===== src/design/vec3_fifo.sv =====
`default_nettype none
module vec3_fifo #(
  parameter int WIDTH = 8,
  parameter int DEPTH = 4
) (
  input  wire logic             clk,
  input  wire logic             rst,
  input  wire logic             push,
  input  wire logic [WIDTH-1:0] wdata,
  output logic                  full,
  input  wire logic             pop,
  output logic [WIDTH-1:0]      rdata,
  output logic                  empty
);
  localparam int AW = $clog2(DEPTH);

  logic [WIDTH-1:0] mem [DEPTH];
  logic [AW:0] wptr;
  logic [AW:0] rptr;
  logic do_push;
  logic do_pop;

  assign do_push = push && !full;
  assign do_pop  = pop && !empty;
  assign empty   = (wptr == rptr);
  assign full    = (wptr[AW-1:0] == rptr[AW-1:0]) && (wptr[AW] != rptr[AW]);
  assign rdata   = mem[rptr[AW-1:0]];

  always_ff @(posedge clk) begin
    if (rst) begin
      wptr <= '0;
      rptr <= '0;
    end else begin
      if (do_push) wptr <= wptr + 1'b1;
      if (do_pop) rptr <= rptr + 1'b1;
    end
  end

  always_ff @(posedge clk) begin
    if (do_push) mem[wptr[AW-1:0]] <= wdata;
  end

endmodule
`default_nettype wire


===== config.mk =====
export PLATFORM = sky130hd
export DESIGN_NAME = vec3_fifo
export DESIGN_NICKNAME = d
export VERILOG_FILES = /design/src/design/vec3_fifo.sv
export SDC_FILE = /design/constraint.sdc
export NUM_CORES = 1
export LEC_CHECK = 0
export BUFFER_PORTS_ARGS = -buffer_cell sky130_fd_sc_hd__buf_4
export CAP_MARGIN = 10
export CORE_UTILIZATION = 55
export CTS_CLUSTER_DIAMETER = 50
export CTS_CLUSTER_SIZE = 8
export DETAILED_ROUTE_END_ITERATION = 16
export PLACE_DENSITY = 0.74
export SKIP_LAST_GASP = 1
export SYNTH_ARGS = -nofsm -noshare
export SYNTH_HDL_FRONTEND = slang
export SYNTH_SLANG_ARGS = --single-unit

===== constraint.sdc =====
create_clock -name clk -period 4.1 [get_ports clk]
set_input_delay 0 -clock clk [delete_from_list [all_inputs] [get_ports clk]]
set_output_delay 0 -clock clk [all_outputs]
set_load 0.03 [all_outputs]

==> summary.md <==
| Metric | Value |
|---|---|
| Total grt overflow | 0 |
| Vias per inst | 5.71 |
| P_leak | 0.714 nW |
| Die ar. | 3380 um^2 |
| Async S/R FF share, synth | 0 |
| # diodes | 0 |
| Worst hold margin | 0.0554 ns |
| Hold wc startpoint | pop |
| Worst Path Max Fanout | 9 |
| Critical path class | reg -> reg |
| Fin nets | between 150 and 200 |
| Fin util | 0.715 |
| DRT Pass-1 Iters | 4 |
| Netlist cell types | 29 |
| Clock Skew | just under 0.004 ns |
| Total power | 1.30 mW |
| Length in cells of the worst reg-to-reg path | 2 |
| Synth top area cells | edfxtp_1 (55%), mux4_2 (10%), dfxtp_1 (9.2%) |
| Largest net degree at the start of global routing | 12 |
| Post-synth EDFFs | 32 |
| Placed cell areas | 1900 um^2 |
| Met2 usage | 0.333 |
| Status | complete, no violations |
| DR vias | 1057 |
| Worst skew pair latency | 0.34 ns |
| Setup TNS | 0 ns |
| Detail Route Antenna Nets | 0 |
| Fin cells | 185 |
| Mapped cell area | approximately 1700 um^2 |
| Mapped Avg Cell Area | 15.7 um^2 |
| Cell taking the most area after synthesis | edfxtp_1 |
| Die Wd | 58.1 um |
| Fmax | 0.536 GHz |
| Placed instance count | 168 |
| RSZ-0062 raised after global routing | no |
| GRT Max-Usage Layer | met2 |
| Crit path DAT | around 1.8 ns |
| Syn-to-layout area delta | 18.7% |
| Startpoint types | register |
| Power Density | approximately 630 nW/um^2 |
| Syn Nets | ~130 |
| GR Util All Layers | 0.213 |
| Number of I/O pins | 22 |
| Finished Cell Area | 2060 um^2 |
| TritonCTS Buffers | 5 |
| Most used DFF post-synth | edfxtp_1 |
| Estimated wirelength of the detail-placed design | 2040 um |
| H-tree depth | 2 |
| Drt wl/cell | 16.7 um |
| Crit. End Element | register |
| Final wirelength | 3090 um |
| Hold Path Class | in -> reg |
| R2R setup slack | 2.23 ns |
| Worst R2R Start | wptr[1] |
| Critical path data required time | around 4.1 ns |
| Clock Pin Slew Worst Setup and Hold Paths | 0.10 ns |
| Iteration-0 DRC Markers | 36 |
| Core Footprint | 2880 um^2 |
| Worst-Margin Slew | 0.904 ns |
| Hold path endpoint | rptr[2] |
| Max IR drop VDD | 0.000425 V |
| Row count | 19 |
| Fin crit share | 0.455 |
| Tmin final | 1.87 ns |
| GRT met3 Usage | 0.0670 |
| CTS sink count | 40 |
| Post-synthesis sequential area ratio | 0.647 |
| Most frequent cells in the layout | edfxtp_1 (32), buf_4 (21), dlygate4sd3_1 (10) |
| Clk buf depth | 2 |
| GRT met1 Usage | 0.270 |
| Max-slew violation count | 0 |
| Placement Setup Slack | 2.25 ns |
| FILL cells | 189 |
| Initial Utilization | 0.602 |
| First-pass GRT wire length | about 5000 um |
| Flops & latches, synth | 40 |
| Vias in the first global route | 1042 |
| Fin. Hold Viols | 0 |
| IO buf count | 21 |
| Final setup viols | 0 |
| Setup Fix Bufs, Post-CTS | 0 |
| Max cap viols | 0 |
| Root Buffer | clkbuf_4 |
| Reg-to-Reg End | mem[3][1] |
| Residual DRC | 0 |
| Layout cells sized above 1 | 0.252 |
| Hold depth | 4 |
| Area share of the largest cell type after synthesis | 0.555 |
| RePlAce Congestion | 0.910 |
| Die Y | 58.1 um |
| Slew HR | 0.394 |
| Commonest non-fill, non-tap cell in the layout | edfxtp_1 |
| YS warnings | 0 |
| TritonCTS clock tree | built |
| Cells after Synth | 110 |
| Initial antenna violation count | 0 |
| Worst setup margin | 2.23 ns |
-- power by group --
group | total, mW | internal [mW] | switching (mW) | leakage [nW]
sequential | 0.591 | 0.517 | 0.0735 | 0.359
clock | 0.195 | 0.0786 | 0.116 | 0.0318
combinational | 0.511 | 0.213 | 0.298 | 0.323
total | 1.30 | 0.809 | 0.488 | 0.714
-- kinds of logic after synthesis --
group | share of synthesized area
fa+ha+maj | 0.0361
flops | 0.647
xor+xnor | 0.0304
buf+inv | 0.0325
simple gates | 0.0752
mux | 0.104
compound gates | 0.0744
-- sequential cells by signal, indices dropped and copies added (netlist names), named ones only --
| name | flops |
|---|---|
| mem | 32 |
| rptr | 3 |
| wptr | 3 |
-- critical path, cell delays in order (launching register included) --
cell	delay [ns]
dfxtp_1	0.51
xnor2_1	0.22
a31oi_1	0.78
-- synthesized netlist by cell type, types with 3 or more instances --
cell type	instances
a31oi_1	4
and2_1	3
dfxtp_1	8
edfxtp_1	32
ha_1	5
inv_1	4
mux4_2	8
nand2_1	5
nand3_1	3
nor3b_1	4
o211ai_1	5
o21ai_0	4
xnor2_1	3
xor2_1	3
-- area by class of cell --
type / count / area (um^2) / area share
Tap cell: 42 / 52.6 / 0.0256
Sequential cell: 40 / 1120 / 0.545
Inverter: 4 / 15.0 / 0.00730
Clock buffer: 6 / 51.3 / 0.0250
Timing Repair Buffer: 31 / 258 / 0.125
Multi-Input combinational cell: 61 / 554 / 0.270
Clock inverter: 1 / 3.75 / 0.00183
-- per-layer routing --
layer | routed length (um) | part of all wire
met1 | 1370 | 0.44
met2 | 1510 | 0.49
met3 | 144 | 0.047
met4 | 72 | 0.023
met5 | 0 | 0
-- worst max path at each step --
stage	start	endpoint	slack, ns	cells past startpoint
final	wptr[1]	mem[3][1]	2.23	2
after global routing	wptr[1]	mem[3][0]	2.07	2
after CTS	wptr[1]	mem[3][0]	2.23	2
after detailed placement	wptr[1]	mem[3][6]	2.25	2
after global placement	wptr[1]	mem[3][0]	2.29	2
after floorplan	rptr[1]	mem[3][0]	2.53	3
-- timing repair --
action                                 CTS  global route
gates resized for setup                  0             0
hold buffers                            10             0
endpoints found under the hold margin   37             0
Note: power is estimated with default switching activity, not from simulation.
