==> src/design/vec3_pkg.sv <==
`default_nettype none
package vec3_pkg;

  localparam logic [3:0] OP_ADD    = 4'd0;
  localparam logic [3:0] OP_SUB    = 4'd1;
  localparam logic [3:0] OP_SCALE  = 4'd2;
  localparam logic [3:0] OP_MUL    = 4'd3;
  localparam logic [3:0] OP_DOT    = 4'd4;
  localparam logic [3:0] OP_CROSS  = 4'd5;
  localparam logic [3:0] OP_LENGTH = 4'd6;
  localparam logic [3:0] OP_NORM   = 4'd7;
  localparam logic [3:0] OP_EQUAL  = 4'd8;

  localparam logic [1:0] ST_OK   = 2'd0;
  localparam logic [1:0] ST_DIV0 = 2'd1;
  localparam logic [1:0] ST_SAT  = 2'd2;

  localparam int MID_DEPTH_DEF = 4;
  localparam int OUT_DEPTH_DEF = 32;
  localparam int SQ_STAGES     = 16;
  localparam int DV_STAGES     = 9;

  localparam logic signed [31:0] Q_MAX = 32'sh7fffffff;
  localparam logic signed [31:0] Q_MIN = 32'sh80000000;

  typedef logic signed [31:0] q16_t;

  typedef struct packed {
    logic [3:0] op;
    q16_t       ax;
    q16_t       ay;
    q16_t       az;
    q16_t       bx;
    q16_t       by;
    q16_t       bz;
    q16_t       s;
    logic       eq;
  } item_t;

  typedef struct packed {
    q16_t       rx;
    q16_t       ry;
    q16_t       rz;
    q16_t       sc;
    logic       eq;
    logic [1:0] st;
  } res_t;

  typedef struct packed {
    logic [3:0]       op;
    res_t             res;
    logic [2:0][31:0] mag;
    logic [2:0]       neg;
  } ctl_t;

  typedef struct packed {
    logic [63:0] n;
    logic [33:0] rem;
    logic [31:0] root;
  } sq_t;

  typedef struct packed {
    logic [17:0] num;
    logic [32:0] rem;
    logic [17:0] q;
  } dv_t;

  typedef struct packed {
    q16_t val;
    logic ovf;
  } sat_t;

  function automatic sat_t sat32(logic signed [49:0] v);
    sat_t r;
    if (v > 50'sd2147483647) begin
      r.val = Q_MAX;
      r.ovf = 1'b1;
    end else if (v < -50'sd2147483648) begin
      r.val = Q_MIN;
      r.ovf = 1'b1;
    end else begin
      r.val = v[31:0];
      r.ovf = 1'b0;
    end
    return r;
  endfunction

  // product shifted by 16, rounded toward zero
  function automatic logic signed [47:0] trunc16(logic signed [63:0] p);
    logic signed [63:0] t;
    t = p + (p[63] ? 64'sd65535 : 64'sd0);
    return t[63:16];
  endfunction

  function automatic sq_t sqrt_step(sq_t c);
    sq_t r;
    logic [35:0] trial;
    logic [35:0] d;
    trial = {c.rem, c.n[63:62]};
    d = {2'b00, c.root, 2'b01};
    r.n = {c.n[61:0], 2'b00};
    if (trial >= d) begin
      r.rem = 34'(trial - d);
      r.root = {c.root[30:0], 1'b1};
    end else begin
      r.rem = trial[33:0];
      r.root = {c.root[30:0], 1'b0};
    end
    return r;
  endfunction

  function automatic sq_t sqrt_step2(sq_t c);
    return sqrt_step(sqrt_step(c));
  endfunction

  function automatic dv_t div_step(dv_t c, logic [31:0] l);
    dv_t r;
    logic [32:0] t;
    t = {c.rem[31:0], c.num[17]};
    r.num = {c.num[16:0], 1'b0};
    if (t >= {1'b0, l}) begin
      r.rem = t - {1'b0, l};
      r.q = {c.q[16:0], 1'b1};
    end else begin
      r.rem = t;
      r.q = {c.q[16:0], 1'b0};
    end
    return r;
  endfunction

  function automatic dv_t div_step2(dv_t c, logic [31:0] l);
    return div_step(div_step(c, l), l);
  endfunction

endpackage
`default_nettype wire

==> src/design/vec3_fifo.sv <==
`default_nettype none
module vec3_fifo #(
  parameter int WIDTH = 8,
  parameter int DEPTH = 4
) (
  input  wire logic             clk,
  input  wire logic             rst,
  input  wire logic             push,
  input  wire logic [WIDTH-1:0] wdata,
  output logic                  full,
  input  wire logic             pop,
  output logic [WIDTH-1:0]      rdata,
  output logic                  empty
);
  localparam int AW = $clog2(DEPTH);

  logic [WIDTH-1:0] mem [DEPTH];
  logic [AW:0] wptr;
  logic [AW:0] rptr;
  logic do_push;
  logic do_pop;

  assign do_push = push && !full;
  assign do_pop  = pop && !empty;
  assign empty   = (wptr == rptr);
  assign full    = (wptr[AW-1:0] == rptr[AW-1:0]) && (wptr[AW] != rptr[AW]);
  assign rdata   = mem[rptr[AW-1:0]];

  always_ff @(posedge clk) begin
    if (rst) begin
      wptr <= '0;
      rptr <= '0;
    end else begin
      if (do_push) wptr <= wptr + 1'b1;
      if (do_pop) rptr <= rptr + 1'b1;
    end
  end

  always_ff @(posedge clk) begin
    if (do_push) mem[wptr[AW-1:0]] <= wdata;
  end

endmodule
`default_nettype wire

==> src/design/vec3_front.sv <==
`default_nettype none
module vec3_front
  import vec3_pkg::*;
#(
  parameter int MID_DEPTH = MID_DEPTH_DEF
) (
  input  wire logic       clk,
  input  wire logic       rst,
  input  wire logic       push,
  output logic            full,
  input  wire logic [3:0] opcode,
  input  wire q16_t       ax,
  input  wire q16_t       ay,
  input  wire q16_t       az,
  input  wire q16_t       bx,
  input  wire q16_t       by,
  input  wire q16_t       bz,
  input  wire q16_t       scale_factor,
  input  wire logic       q_pop,
  output item_t           q_item,
  output logic            q_empty
);
  item_t item;

  always_comb begin
    item.op = opcode;
    item.ax = ax;
    item.ay = ay;
    item.az = az;
    item.bx = bx;
    item.by = by;
    item.bz = bz;
    item.s  = scale_factor;
    item.eq = (opcode == OP_EQUAL) && (ax == bx) && (ay == by) && (az == bz);
  end

  vec3_fifo #(
    .WIDTH($bits(item_t)),
    .DEPTH(MID_DEPTH)
  ) u_mid_q (
    .clk  (clk),
    .rst  (rst),
    .push (push),
    .wdata(item),
    .full (full),
    .pop  (q_pop),
    .rdata(q_item),
    .empty(q_empty)
  );

endmodule
`default_nettype wire

==> config.mk <==
export PLATFORM = sky130hd
export DESIGN_NAME = vec3_front
export DESIGN_NICKNAME = d
export VERILOG_FILES = /design/src/design/vec3_pkg.sv /design/src/design/vec3_fifo.sv /design/src/design/vec3_front.sv
export SDC_FILE = /design/constraint.sdc
export NUM_CORES = 1
export LEC_CHECK = 0
export BUFFER_PORTS_ARGS = -buffer_cell sky130_fd_sc_hd__buf_2
export CAP_MARGIN = 5
export CORE_AREA = 5 5 246 248
export CTS_BUF_LIST = sky130_fd_sc_hd__clkbuf_4 sky130_fd_sc_hd__clkbuf_8
export DETAILED_ROUTE_END_ITERATION = 6
export DIE_AREA = 0 0 251 253
export GPL_TIMING_DRIVEN = 0
export PLACE_DENSITY_LB_ADDON = 0.08
export REMOVE_ABC_BUFFERS = 1
export SKIP_CTS_REPAIR_TIMING = 1
export SYNTH_ARGS = -nofsm -noshare
export SYNTH_HDL_FRONTEND = slang
export SYNTH_SLANG_ARGS = --single-unit
==> constraint.sdc <==
create_clock -name clk -period 12.25 [get_ports clk]
set_input_delay 2.45 -clock clk [delete_from_list [all_inputs] [get_ports clk]]
set_output_delay 2.45 -clock clk [all_outputs]
set_load 0.03 [all_outputs]
==> flow_results.org <==
** Status
- The run finished with clean final reports.

** Clock tree
- The later pin in the worst-skew pair is clocked with a latency of 0.76 ns.
- Clock root buffer master :: clkbuf_8
- In this run the deepest clock path goes through 3 buffers.
- In this run the number of H-tree levels came out at 4.
- TritonCTS built the clock tree.
- CTS Buf Count :: 145
- Clock tree synthesis found a total of 924 sinks.
- Clock transition at the registers of the reported paths :: 0.06 ns

** STA
- Unrepaired setup endpoints after global routing :: no
- Clock Skews :: 0.03007 ns
- Worst Max-Slew Pin Slew :: 0.8634 ns
- Derived from the worst setup path, the maximum achievable clock frequency is 183.3 MHz.
- Setup violations remaining at the end of the flow were counted as 0.
- The max-slew violation count is 0.
- In this run the tightest slew margin relative to its limit is 0.4244.
- The total count of hold-check failures in the final report was 0.
- Tcrit/Tclk final :: 0.4455
- Across all setup checks in the final design, the least slack found is 6.793 ns.
- The worst path in the final design needs a cycle of 5.457 ns, including I/O delays and setup.

** Floorplanning
- In this run the vertical extent of the chip is 253 microns.
- After floorplanning, the core was divided into 89 placement rows.
- Die X-Extent :: 251 microns
- Core area :: 58,240 sq um
- For this design the top-level I/O count stands at 463.
- Area enclosed by the die boundary :: 63,500 sq um
- The initial utilization of the core area, before any placement, comes to 0.5932.

** Yosys
- The cell area that synthesis handed to floorplanning was 34,550 sq um.
- The share of synthesized area in the top cell type comes to 0.7961.
- By count the netlist is led by edfxtp_1, mux4_2, xnor2_1.
- Number of synthesized flops with an enable pin :: 916
- Counting every instance in the synthesized netlist gives 1,369.
- Async SR Flop Fraction :: 0
- The most used flip-flop cell after synthesis is edfxtp_1.
- Cell types with the largest area share after synthesis :: edfxtp_1, mux4_2, xnor2_1
- Among all cell types in the netlist, the one instantiated most often is edfxtp_1.
- Sequential-to-total area share from yosys stat :: 0.8008
- In this run the mean area of a mapped cell was 25.24 sq um.
- Total of warnings raised by yosys :: 0
- Number of distinct library cell variants in the gate-level netlist after synthesis :: 26
- The biggest area contributor in the post-synthesis netlist is edfxtp_1.
- In this run, synthesis produced a sequential element count of 924.

** Job
- Across the run, the number of max-cap violations was 0.

** Route
- Wires add up to 71,450 microns.
- The detailed router finished its first iteration with 1,000 violations.
- Routed via count :: 16,261
- Number of DRC violations after detailed routing :: 0
- Number of nets with antenna violations after routing :: 0
- Length of the first detailed-routing pass in iterations :: 5
- Avg Vias per Cell :: 5.698
- Routed wire per std cell :: 25.03 microns

** Final layout
- The layout has 3,577 filler cells.
- Fraction of layout cells with a size suffix above 1 :: 0.4606
- The area growth from synthesis to layout is 18.56%.
- End-of-flow core utilization :: 0.7033
- For this run, the post-layout net count is 2,191.
- In the final layout, flip-flops and latches occupy 27,670 sq um.
- Summing all multi-input logic gate instances after layout gives 6474 sq um.

** GRT
- Antenna violations before repair :: 18
- Pin count of the biggest net entering global routing :: 57
- Global-route total usage across every layer :: 0.2257
- The first global-routing pass estimated 105,900 microns of wire.
- Number of global-route vias before repair :: 16,823
- Global-route congestion overflow total :: 0

** Power
- PwrDens :: 187.5 nW/um^2
- Summed over all cells, the static leakage comes to 13.71 nW.
- Across the VDD grid, the largest voltage drop is 0.1436 mV.

** Placement
- Detailed placement finished with a half-perimeter wire length of 45,960 microns.
- Prior to clock tree synthesis, the placed netlist has a worst setup slack of 7.313 ns.
- The congestion estimate from routability-driven global placement came to 0.7483.
- In this run the tool buffered the top-level ports with 462 buffer cells.

** Critical path
- Classification of the worst setup path :: reg2out
- STA classifies the critical path startpoint as a flip-flop.
- Data on the critical path arrives at its endpoint at 3.01 ns.
- Critical Path End Type :: output port
- Worst-path maximum fanout :: 41
- STA puts the critical path data required time at 9.80 ns.

** Min path
- Worst Hold Class :: reg2reg
-- metrics by stage --
stage                     hold slack (ns)  power, W  cell area (sq um)  instances  setup TNS [ns]
after floorplan                    0.5337  0.004921              34150       1318         -140.78
after global placement             0.5549  0.005647              37430       2553        -1186.59
after detailed placement           0.5574  0.005336              38170       2580               0
after CTS                          0.5764  0.007781              40940       2844               0
after global routing               0.6221  0.008005              40950       2848               0
final                              0.5703  0.007679              40960       2854               0
-- flip-flops by register name, indices dropped and copies added (netlist names), named ones only --
name	cells
u_mid_q.mem	916
u_mid_q.rptr	3
u_mid_q.wptr	3
-- placed cells by master, fill, tap and decap left out, drive strengths merged --
cell	netlist	layout
nand4	18	18
and2	4	4
nor2	10	10
dfxtp	8	8
nor4b	1	1
clkinvlp	0	3
clkbuf	2	198
buf	49	489
mux2i	1	1
mux4	229	229
o21ai	1	1
a21oi	1	1
nand2	1	1
xnor2	61	61
inv	3	9
diode	0	10
edfxtp	916	916
o211ai	1	1
ha	5	5
and3	1	1
bufinv	0	1
a31oi	1	1
xor2	42	42
nor4	13	13
nor3	1	1
clkinv	0	56
-- worst paths after layout --
check / startpoint / depth (start not counted) / to / slack [ns]
max: flip-flop / 4 / q_item[45] / 6.79
min: u_mid_q.wptr[2] / 2 / u_mid_q.wptr[2] / 0.57
max reg2reg: u_mid_q.wptr[0] / 6 / u_mid_q.mem[3][125] / 9.35
min reg2reg: u_mid_q.wptr[2] / 2 / u_mid_q.wptr[2] / 0.57
-- cell type report --
cell class,instances,area share
Inverter,3,0.0002749
Antenna cell,10,0.0006109
Sequential cell,924,0.6756
Multi-Input combinational cell,391,0.1580
Timing Repair Buffer,489,0.07423
Clock buffer,198,0.05920
Tap cell,773,0.02361
Clock inverter,66,0.008431
-- where the power goes --
part / internal, W / switching (W) / leakage [nW]
Clock: 0.00131 / 0.00113 / 1.48
Sequential: 0.00364 / 0.0000555 / 8.48
Combinational: 0.000582 / 0.000958 / 3.75
-- worst max-delay path: stages (launching register included) --
cell and delay (ns):
dfxtp_4 0.74, buf_16 0.34, buf_16 0.33, mux4_2 0.56, buf_2 0.21
-- logic make-up (layout without fill, tap and decap cells) --
family,Yosys count,in the layout,share of synthesized area
xor+xnor,103,103,0.02633
flops,924,924,0.8008
simple gates,49,49,0.008330
compound gates,4,4,0.001231
mux,230,230,0.1496
other cells,0,10,0
fa+ha+maj,5,5,0.001811
buf+inv,54,756,0.01195
-- metal layers --
metal / vias to the layer above / track usage / share of wire
li1: 7075 / - / -
met1: 8473 / 0.2954 / 0.38
met2: 582 / 0.3671 / 0.51
met3: 111 / 0.08289 / 0.091
met4: 20 / 0.06113 / 0.017
met5: - / 0 / 0.0018
Note: power is estimated with default switching activity, not from simulation.
